[config.mk]
export PLATFORM = sky130hd
export DESIGN_NAME = pixel_format_unpacker
export DESIGN_NICKNAME = d
export VERILOG_FILES = /design/src/sv/pfu_pkg.sv /design/src/sv/pfu_decode.sv /design/src/sv/pfu_out_reg.sv /design/src/sv/pixel_format_unpacker.sv
export VERILOG_INCLUDE_DIRS = /design/src /design/src/sv
export SDC_FILE = /design/constraint.sdc
export NUM_CORES = 1
export LEC_CHECK = 0
export ABC_AREA = 1
export BUFFER_PORTS_ARGS = -buffer_cell sky130_fd_sc_hd__buf_2
export CORE_MARGIN = 4
export CORE_UTILIZATION = 56
export CTS_CLUSTER_SIZE = 30
export DETAILED_ROUTE_END_ITERATION = 8
export GPL_ROUTABILITY_DRIVEN = 0
export HOLD_SLACK_MARGIN = 0.06
export PLACE_DENSITY = 0.92
export SETUP_SLACK_MARGIN = 0.1
export SLEW_MARGIN = 20
export SYNTH_ARGS = -nofsm -noshare
export SYNTH_HDL_FRONTEND = slang
export SYNTH_SLANG_ARGS = --single-unit
[constraint.sdc]
create_clock -name aclk -period 7.72 [get_ports aclk]
set_clock_uncertainty 0.1 [all_clocks]
set_input_delay 0.386 -clock aclk [delete_from_list [all_inputs] [get_ports aclk]]
set_output_delay 0.386 -clock aclk [all_outputs]
set_load 0.02 [all_outputs]
[src/sv/pixel_format_unpacker_macros.svh]
// Assertion macros for the pixel format unpacker.
`ifndef PIXEL_FORMAT_UNPACKER_MACROS_SVH
`define PIXEL_FORMAT_UNPACKER_MACROS_SVH

// Property checked on every rising clock edge, held off while in reset.
`define PFU_ASSERT(label, prop, msg) \
    label: assert property (@(posedge aclk) disable iff (!aresetn) prop) else $error(msg);

// Property checked on every rising clock edge, reset included.
`define PFU_ASSERT_ALWAYS(label, prop, msg) \
    label: assert property (@(posedge aclk) prop) else $error(msg);

`endif

[src/sv/pfu_pkg.sv]
package pfu_pkg;

    localparam int CFG_W = 4;

    // pixel format codes
    localparam logic [CFG_W-1:0] FMT_565   = 4'd0;
    localparam logic [CFG_W-1:0] FMT_4444  = 4'd1;
    localparam logic [CFG_W-1:0] FMT_6666  = 4'd2;
    localparam logic [CFG_W-1:0] FMT_8565  = 4'd3;
    localparam logic [CFG_W-1:0] FMT_888   = 4'd4;
    localparam logic [CFG_W-1:0] FMT_8888  = 4'd5;
    localparam logic [CFG_W-1:0] FMT_GRAY  = 4'd6;
    localparam logic [CFG_W-1:0] FMT_MONO  = 4'd7;

    localparam logic [7:0] OPAQUE = 8'd255;

    localparam int S_TDATA_W = 40;
    localparam int M_TDATA_W = 56;

    typedef struct packed {
        logic [7:0] octet_0;
        logic [7:0] octet_1;
        logic [7:0] octet_2;
        logic [7:0] octet_3;
        logic [2:0] bit_index;
    } pfu_pixel_t;

    typedef struct packed {
        logic [7:0]  alpha_8;
        logic [4:0]  alpha_5;
        logic [7:0]  red;
        logic [7:0]  green;
        logic [7:0]  blue;
        logic [15:0] rgb565;
        logic        supported;
    } pfu_result_t;

    // handshake between the input stage and the result stage
    typedef struct packed {
        logic valid;
        logic ready;
    } pfu_hs_t;

    function automatic logic [7:0] widen4(input logic [3:0] v);
        return {v, v};
    endfunction

    function automatic logic [7:0] widen5(input logic [4:0] v);
        return {v, v[4:2]};
    endfunction

    function automatic logic [7:0] widen6(input logic [5:0] v);
        return {v, v[5:4]};
    endfunction

endpackage

[src/sv/pfu_decode.sv]
module pfu_decode (
    input  logic [pfu_pkg::CFG_W-1:0] pixel_format,
    input  pfu_pkg::pfu_pixel_t       pix,
    output pfu_pkg::pfu_result_t      res
);
    import pfu_pkg::*;

    logic [7:0] a, r, g, b;
    logic       ok;
    logic       mono_bit;

    assign mono_bit = pix.octet_0[~pix.bit_index];

    always_comb begin
        a  = OPAQUE;
        r  = '0;
        g  = '0;
        b  = '0;
        ok = 1'b1;
        case (pixel_format)
            FMT_565: begin
                r = widen5(pix.octet_0[7:3]);
                g = widen6({pix.octet_0[2:0], pix.octet_1[7:5]});
                b = widen5(pix.octet_1[4:0]);
            end
            FMT_4444: begin
                a = widen4(pix.octet_0[7:4]);
                r = widen4(pix.octet_0[3:0]);
                g = widen4(pix.octet_1[7:4]);
                b = widen4(pix.octet_1[3:0]);
            end
            FMT_6666: begin
                a = widen6(pix.octet_0[7:2]);
                r = widen6({pix.octet_0[1:0], pix.octet_1[7:4]});
                g = widen6({pix.octet_1[3:0], pix.octet_2[7:6]});
                b = widen6(pix.octet_2[5:0]);
            end
            FMT_8565: begin
                a = pix.octet_0;
                r = widen5(pix.octet_1[7:3]);
                g = widen6({pix.octet_1[2:0], pix.octet_2[7:5]});
                b = widen5(pix.octet_2[4:0]);
            end
            FMT_888: begin
                r = pix.octet_0;
                g = pix.octet_1;
                b = pix.octet_2;
            end
            FMT_8888: begin
                a = pix.octet_0;
                r = pix.octet_1;
                g = pix.octet_2;
                b = pix.octet_3;
            end
            FMT_GRAY: begin
                r = pix.octet_0;
                g = pix.octet_0;
                b = pix.octet_0;
            end
            FMT_MONO: begin
                r = {8{mono_bit}};
                g = r;
                b = r;
            end
            default: begin
                // indexed, unknown and unassigned codes: all zero
                ok = 1'b0;
                a  = '0;
            end
        endcase
    end

    // alpha is already zero when unsupported, so the narrowing needs no gating
    assign res.alpha_8   = a;
    assign res.alpha_5   = a[7:3];
    assign res.red       = r;
    assign res.green     = g;
    assign res.blue      = b;
    assign res.rgb565    = {r[7:3], g[7:2], b[7:3]};
    assign res.supported = ok;

endmodule

[src/sv/pfu_out_reg.sv]
module pfu_out_reg (
    input  logic                 aclk,
    input  logic                 aresetn,
    input  pfu_pkg::pfu_result_t res,
    input  logic                 up_valid,
    output logic                 up_ready,
    output pfu_pkg::pfu_result_t out,
    output logic                 out_valid,
    input  logic                 out_ready
);
    import pfu_pkg::*;

    logic        valid_reg, valid_next;
    pfu_result_t res_reg;
    logic        load;

    assign up_ready   = !valid_reg || out_ready;
    assign load       = up_valid && up_ready;
    assign valid_next = load || (valid_reg && !out_ready);

    always_ff @(posedge aclk) begin
        if (!aresetn) begin
            valid_reg <= 1'b0;
        end else begin
            valid_reg <= valid_next;
        end
    end

    always_ff @(posedge aclk) begin
        if (load) begin
            res_reg <= res;
        end
    end

    assign out       = res_reg;
    assign out_valid = valid_reg;

endmodule

[src/sv/pixel_format_unpacker.sv]
// Pixel format unpacker. Each input beat carries the raw octets of one
// stored pixel (octet_0 is the most significant) and, for 1-bit mono, the
// bit position within octet_0 (0 = leftmost). Under the format held in the
// configuration register (0=565, 1=4444, 2=6666, 3=8565, 4=888, 5=8888,
// 6=gray, 7=mono, 8 and up unsupported) the pixel comes out as 8-bit alpha,
// red, green and blue widened by bit replication, an RGB565 word and a 5-bit
// alpha formed by truncation, and a supported flag. Formats without alpha
// report 255; unsupported codes give an all-zero result with the flag clear.
// Throughput is one pixel per clock while m_tready is high; each pixel
// passes the input register, then is decoded into the result register.
// A stage holds its beat while the next is full, so a new pixel enters an
// empty input register while a finished one waits for m_tready. Write the
// format only while no beats are in flight; the register resets to 565.
module pixel_format_unpacker (
    input  logic                           aclk,
    input  logic                           aresetn,
    // configuration write: format code
    input  logic                           cfg_valid,
    output logic                           cfg_ready,
    input  logic [pfu_pkg::CFG_W-1:0]      cfg_data,
    // input stream
    input  logic                           s_tvalid,
    output logic                           s_tready,
    // [7:0] octet_0, [15:8] octet_1, [23:16] octet_2, [31:24] octet_3,
    // [34:32] bit_index, [39:35] zero
    input  logic [pfu_pkg::S_TDATA_W-1:0]  s_tdata,
    // result stream
    output logic                           m_tvalid,
    input  logic                           m_tready,
    // [7:0] alpha_8, [12:8] alpha_5, [20:13] red, [28:21] green,
    // [36:29] blue, [52:37] rgb565, [55:53] zero
    output logic [pfu_pkg::M_TDATA_W-1:0]  m_tdata,
    // [0] supported
    output logic                           m_tuser
);
    import pfu_pkg::*;

    `include "pixel_format_unpacker_macros.svh"

    logic [CFG_W-1:0] fmt_reg;

    // Stage 1: input register
    logic       in_valid_reg, in_valid_next;
    pfu_pixel_t pix_reg;
    logic       dec_valid;
    logic       dec_ready;
    logic       in_load;

    pfu_result_t dec_res;
    pfu_result_t out_res;

    // format register; always ready, the user must write it only while idle (not enforced here)
    assign cfg_ready = 1'b1;

    always_ff @(posedge aclk) begin
        if (!aresetn) begin
            fmt_reg <= FMT_565;
        end else if (cfg_valid) begin
            fmt_reg <= cfg_data;
        end
    end

    // input stage advances whenever the result stage can take its beat
    assign dec_valid     = in_valid_reg;
    assign s_tready      = !in_valid_reg || dec_ready;
    assign in_load       = s_tvalid && s_tready;
    assign in_valid_next = in_load || (in_valid_reg && !dec_ready);

    always_ff @(posedge aclk) begin
        if (!aresetn) begin
            in_valid_reg <= 1'b0;
        end else begin
            in_valid_reg <= in_valid_next;
        end
    end

    always_ff @(posedge aclk) begin
        if (in_load) begin
            pix_reg.octet_0   <= s_tdata[7:0];
            pix_reg.octet_1   <= s_tdata[15:8];
            pix_reg.octet_2   <= s_tdata[23:16];
            pix_reg.octet_3   <= s_tdata[31:24];
            pix_reg.bit_index <= s_tdata[34:32];
        end
    end

    // Stage 2: decode straight into the result register
    pfu_decode u_decode (
        .pixel_format (fmt_reg),
        .pix          (pix_reg),
        .res          (dec_res)
    );

    pfu_out_reg u_out_reg (
        .aclk      (aclk),
        .aresetn   (aresetn),
        .res       (dec_res),
        .up_valid  (dec_valid),
        .up_ready  (dec_ready),
        .out       (out_res),
        .out_valid (m_tvalid),
        .out_ready (m_tready)
    );

    assign m_tdata = {3'b000, out_res.rgb565, out_res.blue, out_res.green,
                      out_res.red, out_res.alpha_5, out_res.alpha_8};
    assign m_tuser = out_res.supported;

    // an accepted pixel always lands in the input register
    `PFU_ASSERT(a_in_load, s_tvalid && s_tready |=> in_valid_reg, "input beat lost")
    // unsupported formats give an all-zero result
    `PFU_ASSERT(a_unsup_zero, m_tvalid && !m_tuser |-> m_tdata == '0, "unsupported result not zero")
    // rgb565 and alpha_5 are truncations of the 8-bit channels
    `PFU_ASSERT(a_rgb565, m_tvalid |-> m_tdata[52:37] == {m_tdata[20:16], m_tdata[28:23], m_tdata[36:32]}, "rgb565 mismatch")
    `PFU_ASSERT(a_alpha5, m_tvalid |-> m_tdata[12:8] == m_tdata[7:3], "alpha_5 mismatch")
    // no result beat while in reset
    `PFU_ASSERT_ALWAYS(a_reset_idle, !aresetn |=> !m_tvalid && !in_valid_reg, "valid after reset")

endmodule
==> results of run 1 <==
-- cells in the final DEF, fill, tap and decap left out, drive strengths merged, types with 3 or more instances in the layout --
master  instances
edfxtp         68
a21oi          13
dfxtp           6
conb            4
nand2         114
buf           100
nor3            9
clkbuf         13
o21ai          16
nor2           26
nand3          90
nand4           3
inv            20
-- logic make-up after synthesis --
family,after synthesis,synth area share [%]
and+or+nand+nor,244,29.3
DFF,74,56.9
buffers and inverters,57,9.12
AOI/OAI and AO/OA,32,4.51
other,2,0.198
-- worst max-delay path: stages, from the launching register on --
cell	delay, ps
edfxtp_1	550
nand2_1	130
nand3_1	70
nand3_1	70
nand2_1	60
nand2_1	520
nand3_1	210
-- per-layer routing --
layer | up-vias | part of all wire, % | GRT usage, %
met5 | - | 0 | 0
met1 | 1419 | 37 | 27.3
met4 | 0 | 3.7 | 10.7
li1 | 1538 | - | -
met3 | 50 | 15 | 5.75
met2 | 274 | 44 | 34.7
-- power breakdown --
part           total (mW)  leakage, nW  internal, mW  switching [mW]
combinational       0.159         1.17        0.0513           0.108
sequential          0.497        0.704         0.474          0.0226
clock               0.285       0.0974         0.158           0.128
-- through the flow --
step	power (mW)	area, um2	hold WS (ps)	utilization [%]	setup slack (ps)
2_1_floorplan	0.619	3810	347	-	5120
3_3_place_gp	0.654	4150	404	64.2	5580
3_5_place_dp	0.661	4150	432	64.2	5450
4_1_cts	0.942	4340	113	67.1	5400
5_1_grt	0.982	4340	107	67.2	5570
6_report	0.941	4340	120	67.2	5710
-- layout make-up --
class	count	area share [%]
repair buffers	100	11.6
clock inverters	3	0.922
inverters	20	1.73
flip-flops and latches	74	49.8
multi-input cells	280	30.3
clock buffers	13	3.43
well taps	77	2.22
-- final timing paths --
check                                      startpoint                             end  slack [ps]  cells past startpoint
worst max-delay path            pix_reg[28]$_DFFE_PP_     u_out_reg.out[12]$_DFFE_PP_        5710                      6
worst min-delay path                       s_tdata[6]           pix_reg[33]$_DFFE_PP_         120                      1
worst max register to register  pix_reg[28]$_DFFE_PP_     u_out_reg.out[12]$_DFFE_PP_        5710                      6
worst min register to register   dec_valid$_SDFF_PN0_  u_out_reg.out_valid$_SDFF_PN0_         440                      2
==> results.cfg, run 1 <==
[run_status]
status = complete, no violations

[floorplan]
die_area_um2 = 8170
core_area_um2 = 6460
row_count = 29
die_h_um = 90.4
start_util_pct = 58.9
io_pins = 109
die_w_um = 90.4

[sta]
setup_viol_count_final = 0
finalCritPeriodShare_pct = 26.1
relSlewSlack_pct = 34.5
fin_setup_tns_ps = 0
max_freq_mhz = 497
rsz0062_at_grt = no
slew_viol_final = 0
finalCriticalPeriod_ps = 2010
worst_pin_slew_ps = 981
hold_viol_final = 0

[setup_path]
path_class = reg2reg
crit_fanout = 24
cp-end-kind = flip-flop
required_ps = 7660
worstPathArrival_ps = 1950
cp-start-kind = flip-flop

[power]
power.density_nw_per_um2 = 217
ir_drop_mv = 0.185
p_leak_nw = 1.97

[final_layout]
largest_reg_flops = 35
antenna_cells = 0
drive_gt1_share_pct = 26.9
final_cells = 567
multi_input_area_um2 = 1320
area.sequential_um2 = 2160
syn_to_final_growth_pct = 14.2
layout.nets = 534
num-fill-cells = 511

[clocking]
cts-hold-fix-buffers = 0
clock-root-buffer = clkbuf_8
cts_buffer_depth = 2
cts_setup_buffers = 0
cts_made_buffers = 9
path_clk_slew_ps = 70
cts_tree = done
cts_resized = 0
clk_latency_ps = 330
cts_htree_levels = 3
clock_sinks = 74

[synthesis]
netlist_area_um2 = 3800
synth.most_common_cell = nand2_1
synth_area_leaders = edfxtp_1 54%, nand3_1 12%, nand2_1 11%
ys_ff_latch = 74
syn_inst = 409
ys_top_cells_by_count = 111 x nand2_1, 90 x nand3_1, 68 x edfxtp_1
seq_area_frac_synth_pct = 56.9
post-synth-top-area-cell = edfxtp_1
ys_types = 25
async_reset_ff_share_pct = 0
post_synth.cell_area_avg_um2 = 9.29
yosysWarnings = 0
synth_edf_count = 68
ys.flop_type = edfxtp_1
synth_top_cell_area_share_pct = 53.7

[grt]
grt_util_all_layers_pct = 21.7
grt-ovfl-total = 0
grt_pass1_vias = 3076
grt_first_pass_wirelength_mm = 14.4
grt_max_degree = 36
antenna_found_initial = 0

[routing]
firstDrtPassIters = 9
totalWireLength_mm = 8.78
vias = 3281
drc_errors = 0
viasPerCell = 5.79
ant_nets = 0
drtIter0Drc = 654
avgRoutedWirePerCell_um = 15.5

[hold_path]
min_path_type = in2reg

[place]
dp.cells = 551
io_buffers = 99
hpwl_mm = 6.41

[run]
cap_violations = 0
Note: power is estimated with default switching activity, not from simulation.
==> inputs of run 2 (changes only) <==
--- a/config.mk
+++ b/config.mk
@@ -9,12 +9,12 @@
 export ABC_AREA = 1
 export BUFFER_PORTS_ARGS = -buffer_cell sky130_fd_sc_hd__buf_2
 export CORE_MARGIN = 4
-export CORE_UTILIZATION = 56
+export CORE_UTILIZATION = 47
 export CTS_CLUSTER_SIZE = 30
 export DETAILED_ROUTE_END_ITERATION = 8
 export GPL_ROUTABILITY_DRIVEN = 0
 export HOLD_SLACK_MARGIN = 0.06
-export PLACE_DENSITY = 0.92
+export PLACE_DENSITY = 0.83
 export SETUP_SLACK_MARGIN = 0.1
 export SLEW_MARGIN = 20
 export SYNTH_ARGS = -nofsm -noshare
==> constraint.sdc (replaced) <==
create_clock -name aclk -period 1.74 [get_ports aclk]
set_clock_uncertainty 0.1 [all_clocks]
set_input_delay 0.087 -clock aclk [delete_from_list [all_inputs] [get_ports aclk]]
set_output_delay 0.087 -clock aclk [all_outputs]
set_load 0.02 [all_outputs]
==> run 2 against run 1 <==
Compared with the run above:
- clock power increased to 3.8 times the previous value
- core utilization decreased by 0.73 points
- combinational power increased to 5.8 times the previous value
- via count increased by 11%
- non-clock buffer count increased by 64
- critical path type unchanged
==> results.cfg, run 2 (same netlist as run 1, synthesis figures left out) <==
[run_status]
status = complete, no violations

[floorplan]
core_area_um2 = 7810
die_area_um2 = 9590
io_pins = 109
die_w_um = 97.9
die_h_um = 97.9
row_count = 32
start_util_pct = 48.7

[final_layout]
largest_reg_flops = 35
syn_to_final_growth_pct = 36.6
drive_gt1_share_pct = 32.3
layout.nets = 598
layout_common_cells = 105 x nand2_1, 99 x buf_2, 75 x nand3_1, 68 x edfxtp_1, 46 x dlygate4sd3_1
layout_commonest_cell = nand2_1
final_cell_area_um2 = 5190
num-fill-cells = 578
antenna_cells = 0
postLayoutCoreUtil_pct = 66.5

[sta]
rsz0062_at_grt = yes
setup_viol_count_final = 0
finalCriticalPeriod_ps = 1650
hold_viol_final = 0
max_freq_mhz = 607
holdWs_ps = 317
finalCritPeriodShare_pct = 94.7
slew_viol_final = 0
fin_setup_tns_ps = 0

[grt]
grt_max_degree = 36
grt_pass1_vias = 3274
grt_first_pass_wirelength_mm = 15.5
antenna_found_initial = 0
grt_util_all_layers_pct = 20.3
grt-ovfl-total = 0

[setup_path]
cp-start-kind = flip-flop
cp-end-kind = flip-flop
crit_fanout = 7
reg2reg_slack_ps = 90
rr_startpoint = fmt_reg[0]$_SDFFE_PN0P_
worstPathArrival_ps = 1640
required_ps = 1730
path_class = reg2reg
startpoint = fmt_reg[0]$_SDFFE_PN0P_

[power]
p_leak_nw = 2.35
power.density_nw_per_um2 = 805
ir_drop_mv = 0.593

[clocking]
cts_made_buffers = 9
cts_tree = done
clk_latency_ps = 350
cts_htree_levels = 3
cts_buffer_depth = 2
clock_sinks = 74
cts_setup_buffers = 0
path_clk_slew_ps = 70
clock-root-buffer = clkbuf_8

[routing]
ant_nets = 0
drtIter0Drc = 593
firstDrtPassIters = 7
vias = 3650
viasPerCell = 5.56
drc_errors = 0
totalWireLength_mm = 10.5
avgRoutedWirePerCell_um = 16.0

[place]
hpwl_mm = 6.55
io_buffers = 99
dpl_cell_area_um2 = 4370

[run]
cap_violations = 0

[hold_path]
hold_start = m_tready
min_path_type = in2reg
## run 2: final timing paths
check	end	cells after the start
setup reg to reg	u_out_reg.out[26]$_DFFE_PP_	6
setup / recovery	u_out_reg.out[26]$_DFFE_PP_	6
hold reg to reg	fmt_reg[0]$_SDFFE_PN0P_	2
hold / removal	u_out_reg.out[46]$_DFFE_PP_	4
## run 2: power breakdown
group	leakage (nW)	internal (mW)	switching [mW]
Combinational	1.57	0.358	0.559
Clock	0.0796	0.498	0.575
Sequential	0.707	2.10	0.0878
Total	2.35	2.96	1.22
## run 2: layer usage
metal / GRT usage [%] / up-vias / share of wire (%) / wire (um)
met5: 0 / - / 0 / 0
met4: 12.2 / 0 / 5.3 / 559
met3: 5.21 / 70 / 13 / 1320
met2: 31.3 / 310 / 45 / 4720
met1: 25.7 / 1597 / 37 / 3890
li1: - / 1673 / - / -
## run 2: what timing repair did
| item | 4_1_cts | 5_1_grt |
|---|---|---|
| endpoints found under the hold margin | 41 | 0 |
| resized for setup | 5 | 37 |
| hold buffers | 46 | 0 |
| pin swaps | 0 | 5 |
| cloned | 0 | 3 |
| endpoints found under the setup margin | 22 | 29 |
## run 2: area by class of cell
cell class | instances | area (um2) | share of cell area [%]
sequential | 74 | 2180 | 42.0
multi-input combinational | 280 | 1450 | 27.8
timing repair buffer | 164 | 1200 | 23.1
clock buffer | 11 | 131 | 2.53
tap | 102 | 128 | 2.46
inverter | 20 | 87.6 | 1.69
clock inverter | 5 | 21.3 | 0.410
## run 2: critical path: stages (launching register included)
cell and delay [ps]:
dfxtp_4 380, nand2_2 170, inv_1 140, nand3_1 110
nand2_1 90, nor3_1 300, nand3_2 100
## run 2: through the flow
step                worst slack [ps]  instances  power [mW]
CTS                              147        653        4.13
floorplan                        117        411        2.75
detailed placement              45.9        591        2.98
global placement                 115        591        2.96
finish                          93.0        656        4.18
global route                    52.7        656        4.34
